[config.mk]
export PLATFORM = sky130hd
export DESIGN_NAME = voxel_ray_traversal_3d
export DESIGN_NICKNAME = d
export VERILOG_FILES = /design/src/hw/rtl/vrt_pkg.sv /design/src/hw/rtl/voxel_ray_traversal_3d.sv /design/src/hw/rtl/vrt_front.sv /design/src/hw/rtl/vrt_queue.sv /design/src/hw/rtl/vrt_walk.sv
export SDC_FILE = /design/constraint.sdc
export NUM_CORES = 2
export LEC_CHECK = 0
export ABC_CLOCK_PERIOD_IN_PS = 42000
export BUFFER_PORTS_ARGS = -buffer_cell sky130_fd_sc_hd__buf_4
export CORE_MARGIN = 10
export CORE_UTILIZATION = 30
export CTS_BUF_LIST = sky130_fd_sc_hd__clkbuf_8
export CTS_CLUSTER_DIAMETER = 80
export DETAILED_ROUTE_END_ITERATION = 16
export HOLD_SLACK_MARGIN = 0.03
export PLACE_DENSITY = 0.46
export RECOVER_POWER = 25
export SYNTH_ARGS = -nofsm -noshare
export SYNTH_HDL_FRONTEND = slang
export SYNTH_SLANG_ARGS = --single-unit
export TNS_END_PERCENT = 50
[constraint.sdc]
create_clock -name aclk -period 42 [get_ports aclk]
set_input_delay 6.3 -clock aclk [delete_from_list [all_inputs] [get_ports aclk]]
set_output_delay 6.3 -clock aclk [all_outputs]
set_load 0.005 [all_outputs]
[src/hw/rtl/vrt_pkg.sv]
// Shared types and constants for the voxel ray traversal block.
// Used by the front (setup), the queue and the back (walker) modules.
package vrt_pkg;

    localparam int unsigned CoordW = 16;
    localparam int unsigned TimeW  = 32;
    localparam int unsigned DirW   = 18;
    localparam int unsigned OrgW   = 32;
    localparam int unsigned DistW  = 24;

    localparam logic [1:0] AXIS_X = 2'd0;
    localparam logic [1:0] AXIS_Y = 2'd1;
    localparam logic [1:0] AXIS_Z = 2'd2;

    // One set-up ray, handed from the front to the back.
    typedef struct packed {
        logic [2:0][CoordW-1:0] voxel;
        logic [2:0][TimeW-1:0]  ctime;
        logic [2:0][TimeW-1:0]  cstep;
        logic [2:0]             sign_neg;
        logic [DistW-1:0]       max_dist;
    } ray_setup_t;

endpackage

[src/hw/rtl/voxel_ray_traversal_3d.sv]
// Voxel ray traversal top level: front set-up, ray queue, voxel walker.
// The front sets up each axis in turn with a bit-serial division, skipped for
// an axis with zero direction; the walker then offers one voxel per cycle while
// m_tready accepts. The walker overlaps the next ray's set-up, so the front can
// take a new ray while the last one is still being walked.
// Reset: aresetn synchronous, active low, empties queue and idles both ends.
module voxel_ray_traversal_3d #(
    parameter int unsigned MAX_STEPS = 64,
    parameter int unsigned FRAC_BITS = 16
) (
    input  logic         aclk,
    input  logic         aresetn,
    input  logic         s_tvalid,
    output logic         s_tready,
    // origin_x, origin_y, origin_z, dir_x, dir_y, dir_z, max_distance, pad
    input  logic [175:0] s_tdata,
    output logic         m_tvalid,
    input  logic         m_tready,
    // has_voxel, voxel_x, voxel_y, voxel_z, face_axis, face_negative,
    // truncated, pad
    output logic [55:0]  m_tdata,
    output logic         m_tlast
);
    logic f_valid, f_ready, q_valid, q_ready;
    vrt_pkg::ray_setup_t f_ray, q_ray;

    vrt_front #(.FRAC_BITS(FRAC_BITS)) u_front (
        .aclk(aclk), .aresetn(aresetn),
        .in_valid(s_tvalid), .in_ready(s_tready),
        .in_org(s_tdata[95:0]), .in_dir(s_tdata[149:96]), .in_maxd(s_tdata[173:150]),
        .out_valid(f_valid), .out_ready(f_ready), .out_ray(f_ray)
    );

    vrt_queue u_queue (
        .aclk(aclk), .aresetn(aresetn),
        .in_valid(f_valid), .in_ready(f_ready), .in_ray(f_ray),
        .out_valid(q_valid), .out_ready(q_ready), .out_ray(q_ray)
    );

    vrt_walk #(.MAX_STEPS(MAX_STEPS)) u_walk (
        .aclk(aclk), .aresetn(aresetn),
        .in_valid(q_valid), .in_ready(q_ready), .in_ray(q_ray),
        .out_valid(m_tvalid), .out_ready(m_tready),
        .out_data(m_tdata), .out_last(m_tlast)
    );

    logic unused_pad;
    assign unused_pad = ^s_tdata[175:174];
endmodule

[src/hw/rtl/vrt_front.sv]
// Front end: accepts a ray and derives start voxel, step signs, crossing
// times and increments with one shared restoring divider. Uses vrt_pkg.
module vrt_front #(
    parameter int unsigned FRAC_BITS = 16
) (
    input  logic                            aclk,
    input  logic                            aresetn,
    input  logic                            in_valid,
    output logic                            in_ready,
    input  logic [3*vrt_pkg::OrgW-1:0]      in_org,
    input  logic [3*vrt_pkg::DirW-1:0]      in_dir,
    input  logic [vrt_pkg::DistW-1:0]       in_maxd,
    output logic                            out_valid,
    input  logic                            out_ready,
    output vrt_pkg::ray_setup_t             out_ray
);
    localparam int unsigned NumW  = 2*FRAC_BITS + 1;
    localparam int unsigned QW    = NumW;
    localparam int unsigned CntW  = $clog2(NumW + 1);
    localparam int unsigned ProdW = 64;

    typedef enum logic [2:0] {
        S_IDLE, S_DIV, S_MUL, S_NEXT, S_OUT
    } state_t;

    state_t state_reg, state_next;
    logic [1:0]              axis_reg, axis_next;
    logic [CntW-1:0]         cnt_reg, cnt_next;
    logic [NumW-1:0]         rem_reg, rem_next;
    logic [QW-1:0]           quo_reg, quo_next;
    logic [vrt_pkg::DirW-1:0] mag_reg, mag_next;
    logic [3*vrt_pkg::OrgW-1:0] org_reg, org_next;
    logic [3*vrt_pkg::DirW-1:0] dir_reg, dir_next;
    vrt_pkg::ray_setup_t     ray_reg, ray_next;

    logic [vrt_pkg::OrgW-1:0] org_a;
    logic [vrt_pkg::DirW-1:0] dir_a;
    logic [vrt_pkg::DirW-1:0] mag_a;
    logic                     neg_a;
    logic [FRAC_BITS:0]       frac_a, dist_a;
    logic [NumW:0]            trial;
    logic [vrt_pkg::TimeW-1:0] recip_sat;
    logic [ProdW-1:0]         prod;
    logic [ProdW-1:0]         prod_sh;
    logic [NumW-1:0]          num;

    always_comb begin
        org_a  = org_reg[axis_reg*vrt_pkg::OrgW +: vrt_pkg::OrgW];
        dir_a  = dir_reg[axis_reg*vrt_pkg::DirW +: vrt_pkg::DirW];
        neg_a  = dir_a[vrt_pkg::DirW-1];
        mag_a  = neg_a ? (~dir_a + 1'b1) : dir_a;
        frac_a = {1'b0, org_a[FRAC_BITS-1:0]};
        dist_a = (!neg_a && (mag_a != '0)) ? ((FRAC_BITS+1)'(1) << FRAC_BITS) - frac_a
                                           : frac_a;
        num    = NumW'(1) << (2*FRAC_BITS);
        trial  = {rem_reg, num[NumW-1 - cnt_reg]};
        recip_sat = (quo_reg > QW'(32'hFFFF_FFFF)) ? 32'hFFFF_FFFF
                                                   : vrt_pkg::TimeW'(quo_reg);
        prod    = ProdW'(dist_a) * ProdW'(ray_reg.cstep[axis_reg]);
        prod_sh = prod >> FRAC_BITS;
    end

    always_comb begin
        state_next = state_reg;
        axis_next  = axis_reg;
        cnt_next   = cnt_reg;
        rem_next   = rem_reg;
        quo_next   = quo_reg;
        mag_next   = mag_reg;
        org_next   = org_reg;
        dir_next   = dir_reg;
        ray_next   = ray_reg;
        in_ready   = (state_reg == S_IDLE);
        out_valid  = (state_reg == S_OUT);
        unique case (state_reg)
            S_IDLE: begin
                if (in_valid) begin
                    org_next = in_org;
                    dir_next = in_dir;
                    ray_next.max_dist = in_maxd;
                    axis_next  = vrt_pkg::AXIS_X;
                    state_next = S_NEXT;
                end
            end
            S_NEXT: begin
                // load the axis: voxel, sign, and start its division unless its direction is zero
                ray_next.voxel[axis_reg] = org_a[vrt_pkg::OrgW-1 -: vrt_pkg::CoordW];
                ray_next.voxel[axis_reg] = vrt_pkg::CoordW'(
                    $signed(org_a) >>> FRAC_BITS);
                ray_next.sign_neg[axis_reg] = neg_a || (mag_a == '0);
                mag_next = mag_a;
                rem_next = '0;
                quo_next = '0;
                cnt_next = '0;
                if (mag_a == '0) begin
                    ray_next.cstep[axis_reg] = 32'hFFFF_FFFF;
                    ray_next.ctime[axis_reg] = 32'hFFFF_FFFF;
                    priority if (axis_reg == vrt_pkg::AXIS_Z) state_next = S_OUT;
                    else begin
                        axis_next  = axis_reg + 2'd1;
                        state_next = S_NEXT;
                    end
                end else begin
                    state_next = S_DIV;
                end
            end
            S_DIV: begin
                // one quotient bit per cycle
                if (trial >= (NumW+1)'(mag_reg)) begin
                    rem_next = NumW'(trial - (NumW+1)'(mag_reg));
                    quo_next = {quo_reg[QW-2:0], 1'b1};
                end else begin
                    rem_next = NumW'(trial);
                    quo_next = {quo_reg[QW-2:0], 1'b0};
                end
                cnt_next = cnt_reg + 1'b1;
                if (cnt_reg == CntW'(NumW-1)) state_next = S_MUL;
            end
            S_MUL: begin
                if (cnt_reg == CntW'(NumW)) begin
                    ray_next.cstep[axis_reg] = recip_sat;
                    cnt_next = cnt_reg + 1'b1;
                end else begin
                    ray_next.ctime[axis_reg] = (prod_sh > ProdW'(32'hFFFF_FFFF))
                        ? 32'hFFFF_FFFF : vrt_pkg::TimeW'(prod_sh);
                    priority if (axis_reg == vrt_pkg::AXIS_Z) state_next = S_OUT;
                    else begin
                        axis_next  = axis_reg + 2'd1;
                        state_next = S_NEXT;
                    end
                end
            end
            S_OUT: begin
                if (out_ready) state_next = S_IDLE;
            end
            default: state_next = S_IDLE;
        endcase
    end

    always_ff @(posedge aclk) begin
        if (!aresetn) begin
            state_reg <= S_IDLE;
        end else begin
            state_reg <= state_next;
        end
        axis_reg <= axis_next;
        cnt_reg  <= cnt_next;
        rem_reg  <= rem_next;
        quo_reg  <= quo_next;
        mag_reg  <= mag_next;
        org_reg  <= org_next;
        dir_reg  <= dir_next;
        ray_reg  <= ray_next;
    end

    assign out_ray = ray_reg;

endmodule

[src/hw/rtl/vrt_queue.sv]
// Two-entry queue of set-up rays between front and back. Uses vrt_pkg.
module vrt_queue (
    input  logic                aclk,
    input  logic                aresetn,
    input  logic                in_valid,
    output logic                in_ready,
    input  vrt_pkg::ray_setup_t in_ray,
    output logic                out_valid,
    input  logic                out_ready,
    output vrt_pkg::ray_setup_t out_ray
);
    vrt_pkg::ray_setup_t mem_reg [2];
    logic wp_reg, rp_reg;
    logic [1:0] cnt_reg;
    logic push, pop;

    assign in_ready  = (cnt_reg != 2'd2);
    assign out_valid = (cnt_reg != 2'd0);
    assign push = in_valid && in_ready;
    assign pop  = out_valid && out_ready;
    assign out_ray = mem_reg[rp_reg];

    always_ff @(posedge aclk) begin
        if (!aresetn) begin
            wp_reg  <= 1'b0;
            rp_reg  <= 1'b0;
            cnt_reg <= 2'd0;
        end else begin
            if (push) wp_reg <= ~wp_reg;
            if (pop)  rp_reg <= ~rp_reg;
            cnt_reg <= cnt_reg + {1'b0, push} - {1'b0, pop};
        end
        if (push) mem_reg[wp_reg] <= in_ray;
    end
endmodule

[src/hw/rtl/vrt_walk.sv]
// Back end: walks voxel by voxel, one step per cycle into an output
// register while that register is empty or being read. Uses vrt_pkg.
module vrt_walk #(
    parameter int unsigned MAX_STEPS = 64
) (
    input  logic                aclk,
    input  logic                aresetn,
    input  logic                in_valid,
    output logic                in_ready,
    input  vrt_pkg::ray_setup_t in_ray,
    output logic                out_valid,
    input  logic                out_ready,
    output logic [55:0]         out_data,
    output logic                out_last
);
    localparam int unsigned SW = $clog2(MAX_STEPS + 1);

    logic                busy_reg;
    vrt_pkg::ray_setup_t ray_reg;
    logic [SW-1:0]       left_reg;
    logic                ov_reg;
    logic [55:0]         od_reg;
    logic                ol_reg;

    vrt_pkg::ray_setup_t ray_cur, ray_next;
    logic [55:0]         od_next;
    logic [2:0][31:0] ct;
    logic [1:0] ax, nx;
    logic [31:0] nt;
    logic [32:0] sum;
    logic [2:0][31:0] ct2;
    logic [15:0] nv;
    logic stop, trunc, slot;

    function automatic logic [1:0] pick(input logic [2:0][31:0] t);
        logic [1:0] r;
        begin
            if (t[0] < t[1]) r = (t[0] < t[2]) ? vrt_pkg::AXIS_X : vrt_pkg::AXIS_Z;
            else r = (t[1] < t[2]) ? vrt_pkg::AXIS_Y : vrt_pkg::AXIS_Z;
            return r;
        end
    endfunction

    assign slot = !ov_reg || out_ready;
    assign in_ready = !busy_reg && slot;

    always_comb begin
        ray_cur = busy_reg ? ray_reg : in_ray;
        ct  = ray_cur.ctime;
        ax  = pick(ct);
        sum = {1'b0, ct[ax]} + {1'b0, ray_cur.cstep[ax]};
        nt  = sum[32] ? 32'hFFFF_FFFF : sum[31:0];
        ct2 = ct;
        ct2[ax] = nt;
        nx  = pick(ct2);
        nv  = ray_cur.sign_neg[ax] ? ray_cur.voxel[ax] - 16'd1
                                   : ray_cur.voxel[ax] + 16'd1;
        ray_next = ray_cur;
        ray_next.ctime = ct2;
        ray_next.voxel[ax] = nv;
        stop  = ct2[nx] > 32'(ray_cur.max_dist);
        // budget: first step of a ray has MAX_STEPS-1 left after it
        trunc = !stop && (busy_reg ? (left_reg == SW'(1)) : (MAX_STEPS == 1));
        od_next = {3'b000, trunc, !ray_cur.sign_neg[ax], ax,
                   ray_next.voxel[2], ray_next.voxel[1], ray_next.voxel[0], 1'b1};
    end

    always_ff @(posedge aclk) begin
        if (!aresetn) begin
            busy_reg <= 1'b0;
            ov_reg   <= 1'b0;
        end else begin
            if (!busy_reg && in_valid && slot) begin
                ov_reg <= 1'b1;
                if (ct[ax] > 32'(in_ray.max_dist)) begin
                    od_reg <= '0;
                    ol_reg <= 1'b1;
                end else begin
                    ray_reg  <= ray_next;
                    left_reg <= SW'(MAX_STEPS - 1);
                    busy_reg <= !(stop || trunc);
                    od_reg   <= od_next;
                    ol_reg   <= stop || trunc;
                end
            end else if (busy_reg && slot) begin
                ov_reg   <= 1'b1;
                ray_reg  <= ray_next;
                left_reg <= left_reg - 1'b1;
                busy_reg <= !(stop || trunc);
                od_reg   <= od_next;
                ol_reg   <= stop || trunc;
            end else if (slot) begin
                ov_reg <= 1'b0;
            end
        end
    end

    assign out_valid = ov_reg;
    assign out_data  = od_reg;
    assign out_last  = ol_reg;
endmodule
**After elaboration in Yosys (flattened, before gate mapping)**

Memory sizes are Yosys's and may differ from the RTL's. A register that Yosys moved wholly into a read port is not among the register bits.
Index checks and enable logic that the tools add are counted.

- Multiply operators: 2
- Reduce and logical (&&, ||, !) cells: 38
- Shift operators: 2
- Equal/unequal tests: 16
- Add/subtract/negate cells: 12
- Bitwise operators: 5
- $lt $le $gt $ge: 17
- Muxes and demuxes: 88

Operators by type and width:

| kind | count |
|---|---|
| 2-to-1 mux 267 bit | 4 |
| case mux 192 bit (2 select lines) | 1 |
| bitwise mux 96 bit | 3 |
| 2-to-1 mux 32 bit | 9 |
| binary-select mux 32 bit (select 2 bit) | 4 |
| less-than comparator 32 bit | 6 |
| 2-to-1 mux 192 bit | 1 |
| 2-to-1 mux 96 bit | 2 |
| OR 96 bit | 2 |
| bitwise mux 48 bit | 3 |
| case mux 33 bit (2 select lines) | 2 |
| demux 32 bit (select 2 bit) | 2 |
| 2-to-1 mux 56 bit | 2 |
| variable part select 96 x 8 -> 32 bit | 1 |
| greater-than comparator 33 x 32 -> 1 bit, second input constant | 2 |
| demux 16 bit (select 2 bit) | 2 |
| greater-than comparator 32 x 24 -> 1 bit | 2 |
| 2-to-1 mux 16 bit | 4 |
| variable part select 54 x 8 -> 18 bit | 1 |
| 2-to-1 mux 53 bit | 1 |
| multiplier 17 x 32 -> 49 bit | 1 |
| >= comparator 34 x 18 -> 1 bit | 1 |
| adder 32 x 32 -> 33 bit | 1 |
| 2-to-1 mux 33 bit | 1 |
| 50 further kinds | 122 |

- RAM bits: 534
- Memories: 2
- Register bits after elaboration: 849
- Bits in read-only memories: 64
- Bits of input ports: 180

Memories:

| name | words | bits a word | rd ports | clocked after Yosys merged registers in | write ports | RTL line | RTL |
|---|---|---|---|---|---|---|---|
| u_queue.mem_reg | 2 | 267 | 1 | 1 | 1 | vrt_queue.sv:12 | `vrt_pkg::ray_setup_t mem_reg [2];` |
| (no name shown) | 64 | 1 | 1 | 0 | 0 | vrt_front.sv:56 | `trial = {rem_reg, num[NumW-1 - cnt_reg]};` |

**Depth between registers and ports, before layout**

- Depth in word-level cells: 21
- Depth in mapped cells: 64
- Mapped depth without buffers: 53

**By module**

Synthesis repeated with hierarchy kept, for this count alone.

- Cells, all modules: 8152
- Area total of the unflattened synthesis: 91791.8 µm²

By module, submodules not included:

| module | instances | area each (µm²) | cells an instance | seq. area each (µm²) |
|---|---|---|---|---|
| vrt_front | 1 | 45956.6 | 4739 | 15344.7 |
| vrt_walk | 1 | 25376.8 | 2558 | 9889.5 |
| vrt_queue | 1 | 20458.4 | 855 | 16135.5 |

**Worst setup path after synthesis**

OpenSTA, ideal clock, no wires.

- Path kind: flip-flop to flip-flop
- From: register u_walk.busy_reg
- To: register u_walk.left_reg[0], enable pin
- Path buffers: 12
- Arrival: 13.371 ns
- Path slack: 27.968 ns
- Cell stages (with the launch flop): 34
- Setup time: 0.661 ns
- Clock period less this slack: 14.032 ns
- Cell sequence: dfxtp_1 buf_4 clkbuf_1 clkbuf_1 clkbuf_1 clkbuf_1 clkbuf_1 clkbuf_1 a21oi_1 ha_1 nand4_1 nor4_1 o2111a_1 o31ai_1 and3_1 clkbuf_1 mux2i_2 clkbuf_1 clkbuf_1 clkbuf_1 buf_1 a21oi_1 ha_1 a21o_1 a21o_1 a21o_1 a21o_1 a21oi_1 nor2_1 a2111oi_0 a21oi_1 nor4b_1 and2_1 o21a_1

- Longest elaborated chain between the ends: 9

RTL lines:

| what | RTL line | RTL |
|---|---|---|
| start, declared | vrt_walk.sv:18 | `logic busy_reg;` |
| start signal, assigned | vrt_walk.sv:81 | `busy_reg <= !(stop \|\| trunc);` |
| start signal, assigned | vrt_walk.sv:89 | `busy_reg <= !(stop \|\| trunc);` |
| 2-to-1 mux 267 bit | vrt_walk.sv:48 | `ray_cur = busy_reg ? ray_reg : in_ray;` |
| less-than comparator 32 bit, on equally long branches | vrt_walk.sv:39, vrt_walk.sv:38 |  |
| 2-to-1 mux 2 bit, on equally long branches | vrt_walk.sv:39, vrt_walk.sv:38 |  |
| 2-to-1 mux 2 bit | vrt_walk.sv:38 | `if (t[0] < t[1]) r = (t[0] < t[2]) ? vrt_pkg::AXIS_X : vrt_pkg::AXIS_Z;` |
| binary-select mux 32 bit (select 2 bit) | vrt_walk.sv:75 | `if (ct[ax] > 32'(in_ray.max_dist)) begin` |
| 2-to-1 mux 32 bit (implied by the code) | vrt_walk.sv:75 |  |
| greater-than comparator 32 x 24 -> 1 bit | vrt_walk.sv:75 |  |
| != test 2 bit (no source line) | - |  |
| AND reduction 3 bit (no source line) (*) | - |  |
| end signal, assigned | vrt_walk.sv:80 | `left_reg <= SW'(MAX_STEPS - 1);` |
| end signal, assigned | vrt_walk.sv:88 | `left_reg <= left_reg - 1'b1;` |
| end, declared | vrt_walk.sv:20 | `logic [SW-1:0] left_reg;` |

Mark *: on every way between the ends. The rest lies on a longest branch, timed or not. The select of a mux whose other input is x is not followed.
A chain may end at the register's enable or synchronous reset.

==> metrics list <==
- Summed instance area of the synthesized netlist: roughly 0.083 mm²
- The H-tree was split into 4 levels.
- Setup violations, final: 0
- Vias in the first global route: between 50000 and 60000
- The area growth from synthesis to layout is 12.5%.
- EDFF count, synth: 1371
- The routed design could run at a clock period as short as 22390 ps.
* Number of clock sinks seen by CTS: about 1400
- Largest stage delay on the critical path: about 2700 ps
- Before antenna repair, the detailed router went through 8 iterations.
- Die W: around 550 µm
- The longest clock path from root to sink contains 4 buffers.
- The Yosys step of the flow raised 0 warnings.
* Max Fclk: roughly 45 MHz
- Worst Path Max Fanout: 82
- The detailed router placed about 56000 vias in this run.
- Max-cap violation count: 11
* Worst hold path type: reg2reg
- I/O pin count: roughly 240
* Largest register FFs: roughly 530
- The die is ~550 µm tall.
* Data required time at the worst endpoint: roughly 43000 ps
- Nets: 8705
- Antenna violations before repair: 11
- Unrepaired setup endpoints after global routing: false
* Final count of pins violating max slew: 504
* CTS hold repair buffers: 0
- In this run, CTS created clock tree buffers numbering between 200 and 250.
- Using the TritonRoute via totals, the vias-per-cell ratio works out to just under 5.
* Number of distinct library cells after synthesis: slightly above 100
- Once the floorplan was initialized, standard cells occupied between 30 and 40% of the core.
- Placeable core area: roughly 0.28 mm²
- Final worst clock skew: ~72 ps
- The die covers 0.298 mm².
- On the critical path, the stage with the largest delay is an instance of sky130_fd_sc_hd__clkbuf_1.
- Synthesized flop and latch total: between 1000 and 1500
- Total count of hold-check failures in the final report: 0
* Drt drc: 0
- In this run the tool buffered the top-level ports with approximately 230 buffer cells.
- Average instance area after synthesis: 11.2 µm²
* Post-CTS setup-driven buffer insertion count: 0
- For this block, the initial DRC count from the detailed router was ~4200.
* Outcome: complete, but fails checks
- Pin count of the biggest net entering global routing: slightly below 200
- Antenna-violating nets left: 0
- CTS placed an instance of sky130_fd_sc_hd__clkbuf_8 at the clock tree root.
* Worst-margin pin slew: about 3700 ps
* Number of standard cells after synthesis: 7401
- In the synthesized netlist the dominant register cell turns out to be sky130_fd_sc_hd__edfxtp_1.
- Resized cells post-CTS: 0
- Clock-pin slew of the registers on the worst-case setup and hold paths: around 60 ps
- Layout cell share with drive strength beyond 1: a little under a tenth
* Clock latency on the worst-skew pair: around 960 ps
- TritonCTS built the clock tree.
- GRT Residual Overflow: 0
- Half-perimeter wire length of the detailed placement result: between 150000 and 200000 µm
* Total routing resource utilization after global routing: between 10% and 20%
- Worst endpoint data arrival time: between 20000 and 25000 ps
* Critical path endpoint category: flop
- Worst setup SP type: flop
* Violations in the final reports: capacitance limit, slew limit
* First-pass GRT wire length: about 380000 µm
- The critical path is of the reg2reg type.
- Aggregate routed wire length: ~260000 µm
- Dividing the detail-routed wire length by the instance count gives between 20 and 25 µm.
- The initialized floorplan defines ~190 standard-cell rows.
- After layout, the worst path uses 53.3% of the clock period.
- Routability-driven placement finished with a final weighted congestion of ~0.88.
- Final total negative setup slack: 0 ps
* Post-synthesis sequential area ratio: about half
- Headroom to the max-slew limit came out at -144%.
- Counting flops with an async set or reset pin after synthesis yields a share of 0%.
-- worst max-delay path, delay by kind of cell, from the launching register on --
kind | cells | cell delay (ps)
simple gates | 22 | 7400
compound gates | 15 | 5310
buf+inv | 7 | 4960
flops | 1 | 2180
fa+ha+maj | 5 | 2010
-- cell type report --
type                            instances  area (µm²)
Clock buffer                          236        3250
Antenna cell                            4        10.0
Clock inverter                        167         877
Tap cell                             3705        4640
Sequential cell                      1381       41400
Multi-Input combinational cell       4866       37500
Inverter                              800        3000
Timing Repair Buffer                  363        2740
Fill cell                           27749      183000
-- path summary, 6_finish.rpt --
path / slack (ps) / from / endpoint / cells after the start
setup reg to reg: 19610 / u_walk.busy_reg / u_walk.out_data[52] / 49
hold reg to reg: 410 / u_front.out_ray[219] / u_queue.mem_reg[1][219] / 0
hold / removal: 410 / u_front.out_ray[219] / u_queue.mem_reg[1][219] / 0
setup / recovery: 19610 / u_walk.busy_reg / u_walk.out_data[52] / 49
-- layer usage --
metal | routed length (µm) | track usage [%] | up-vias | part of all wire, %
met5 | 0 | 0 | - | 0
met4 | 6710 | 4.34 | 0 | 2.6
met3 | 14300 | 2.58 | 397 | 5.5
met2 | 117000 | 26.7 | 1628 | 45
met1 | 121000 | 23.7 | 28226 | 47
li1 | - | - | 26188 | -
-- cells by family after synthesis --
| family | share of synthesized area (%) |
|---|---|
| AND/OR/NAND/NOR | 11.1 |
| AO/OA/AOI/OAI | 9.86 |
| flip-flops | 49.8 |
| buffers and inverters | 5.42 |
| adder cells (fa/ha/maj) | 17.3 |
| multiplexers | 5.12 |
| XOR/XNOR | 1.38 |
| other | 0.00451 |
-- placed cells by master, fill, tap and decap left out, drive strengths merged, types with 12 or more instances in the layout --
cell type,n
o21ai,376
or2,15
nand3,59
clkbuf,242
a211oi,17
a22oi,15
a21oi,598
clkinv,74
and2,252
nor2b,39
and3,21
a221oi,14
o22ai,57
mux2,31
inv,884
nand4,59
edfxtp,1371
fa,450
o21a,46
a21boi,14
xor2,51
or3,29
o31ai,16
o2bb2ai,12
nand2,826
xnor2,76
nor4,17
nor3,47
nand2b,29
mux2i,389
nor2,601
buf,357
o211ai,21
ha,431
o21bai,12
a21o,90
a31oi,32
-- per-stage QoR --
step                      util [%]  instance area (µm²)  hold WS (ps)  std cells  setup slack [ps]
after floorplan                  -                83100           421       7403             27970
after global placement        32.4                89300           422      11115             22770
after detailed placement      32.4                89300           429      11115             22960
after CTS                     33.9                93500           398      11518             22840
after global routing          33.8                93400           414      11519             18370
final                         33.8                93400           412      11522             19610
-- cells in the mapped netlist (all sizes together) (21+ instances only) --
library cell	number	area, µm²
inv	800	3000
nor2	601	2260
fa	450	9010
and3	21	133
a21o	90	676
nand3	59	295
nor3	47	250
o22ai	57	357
xor2	51	447
buf	125	632
mux2	31	353
nand4	59	375
o21ai	376	1890
and2	252	1580
o211ai	21	158
or3	29	181
mux2i	389	3900
a21oi	598	3000
clkbuf	231	867
ha	431	5390
a31oi	32	215
nand2	826	3110
o21a	46	345
xnor2	76	699
edfxtp	1371	41200
nor2b	39	244
nand2b	29	181
Power is left out: the tool's default activity adds up to more than one toggle a clock period on the data nets, which glitch-free logic cannot reach.
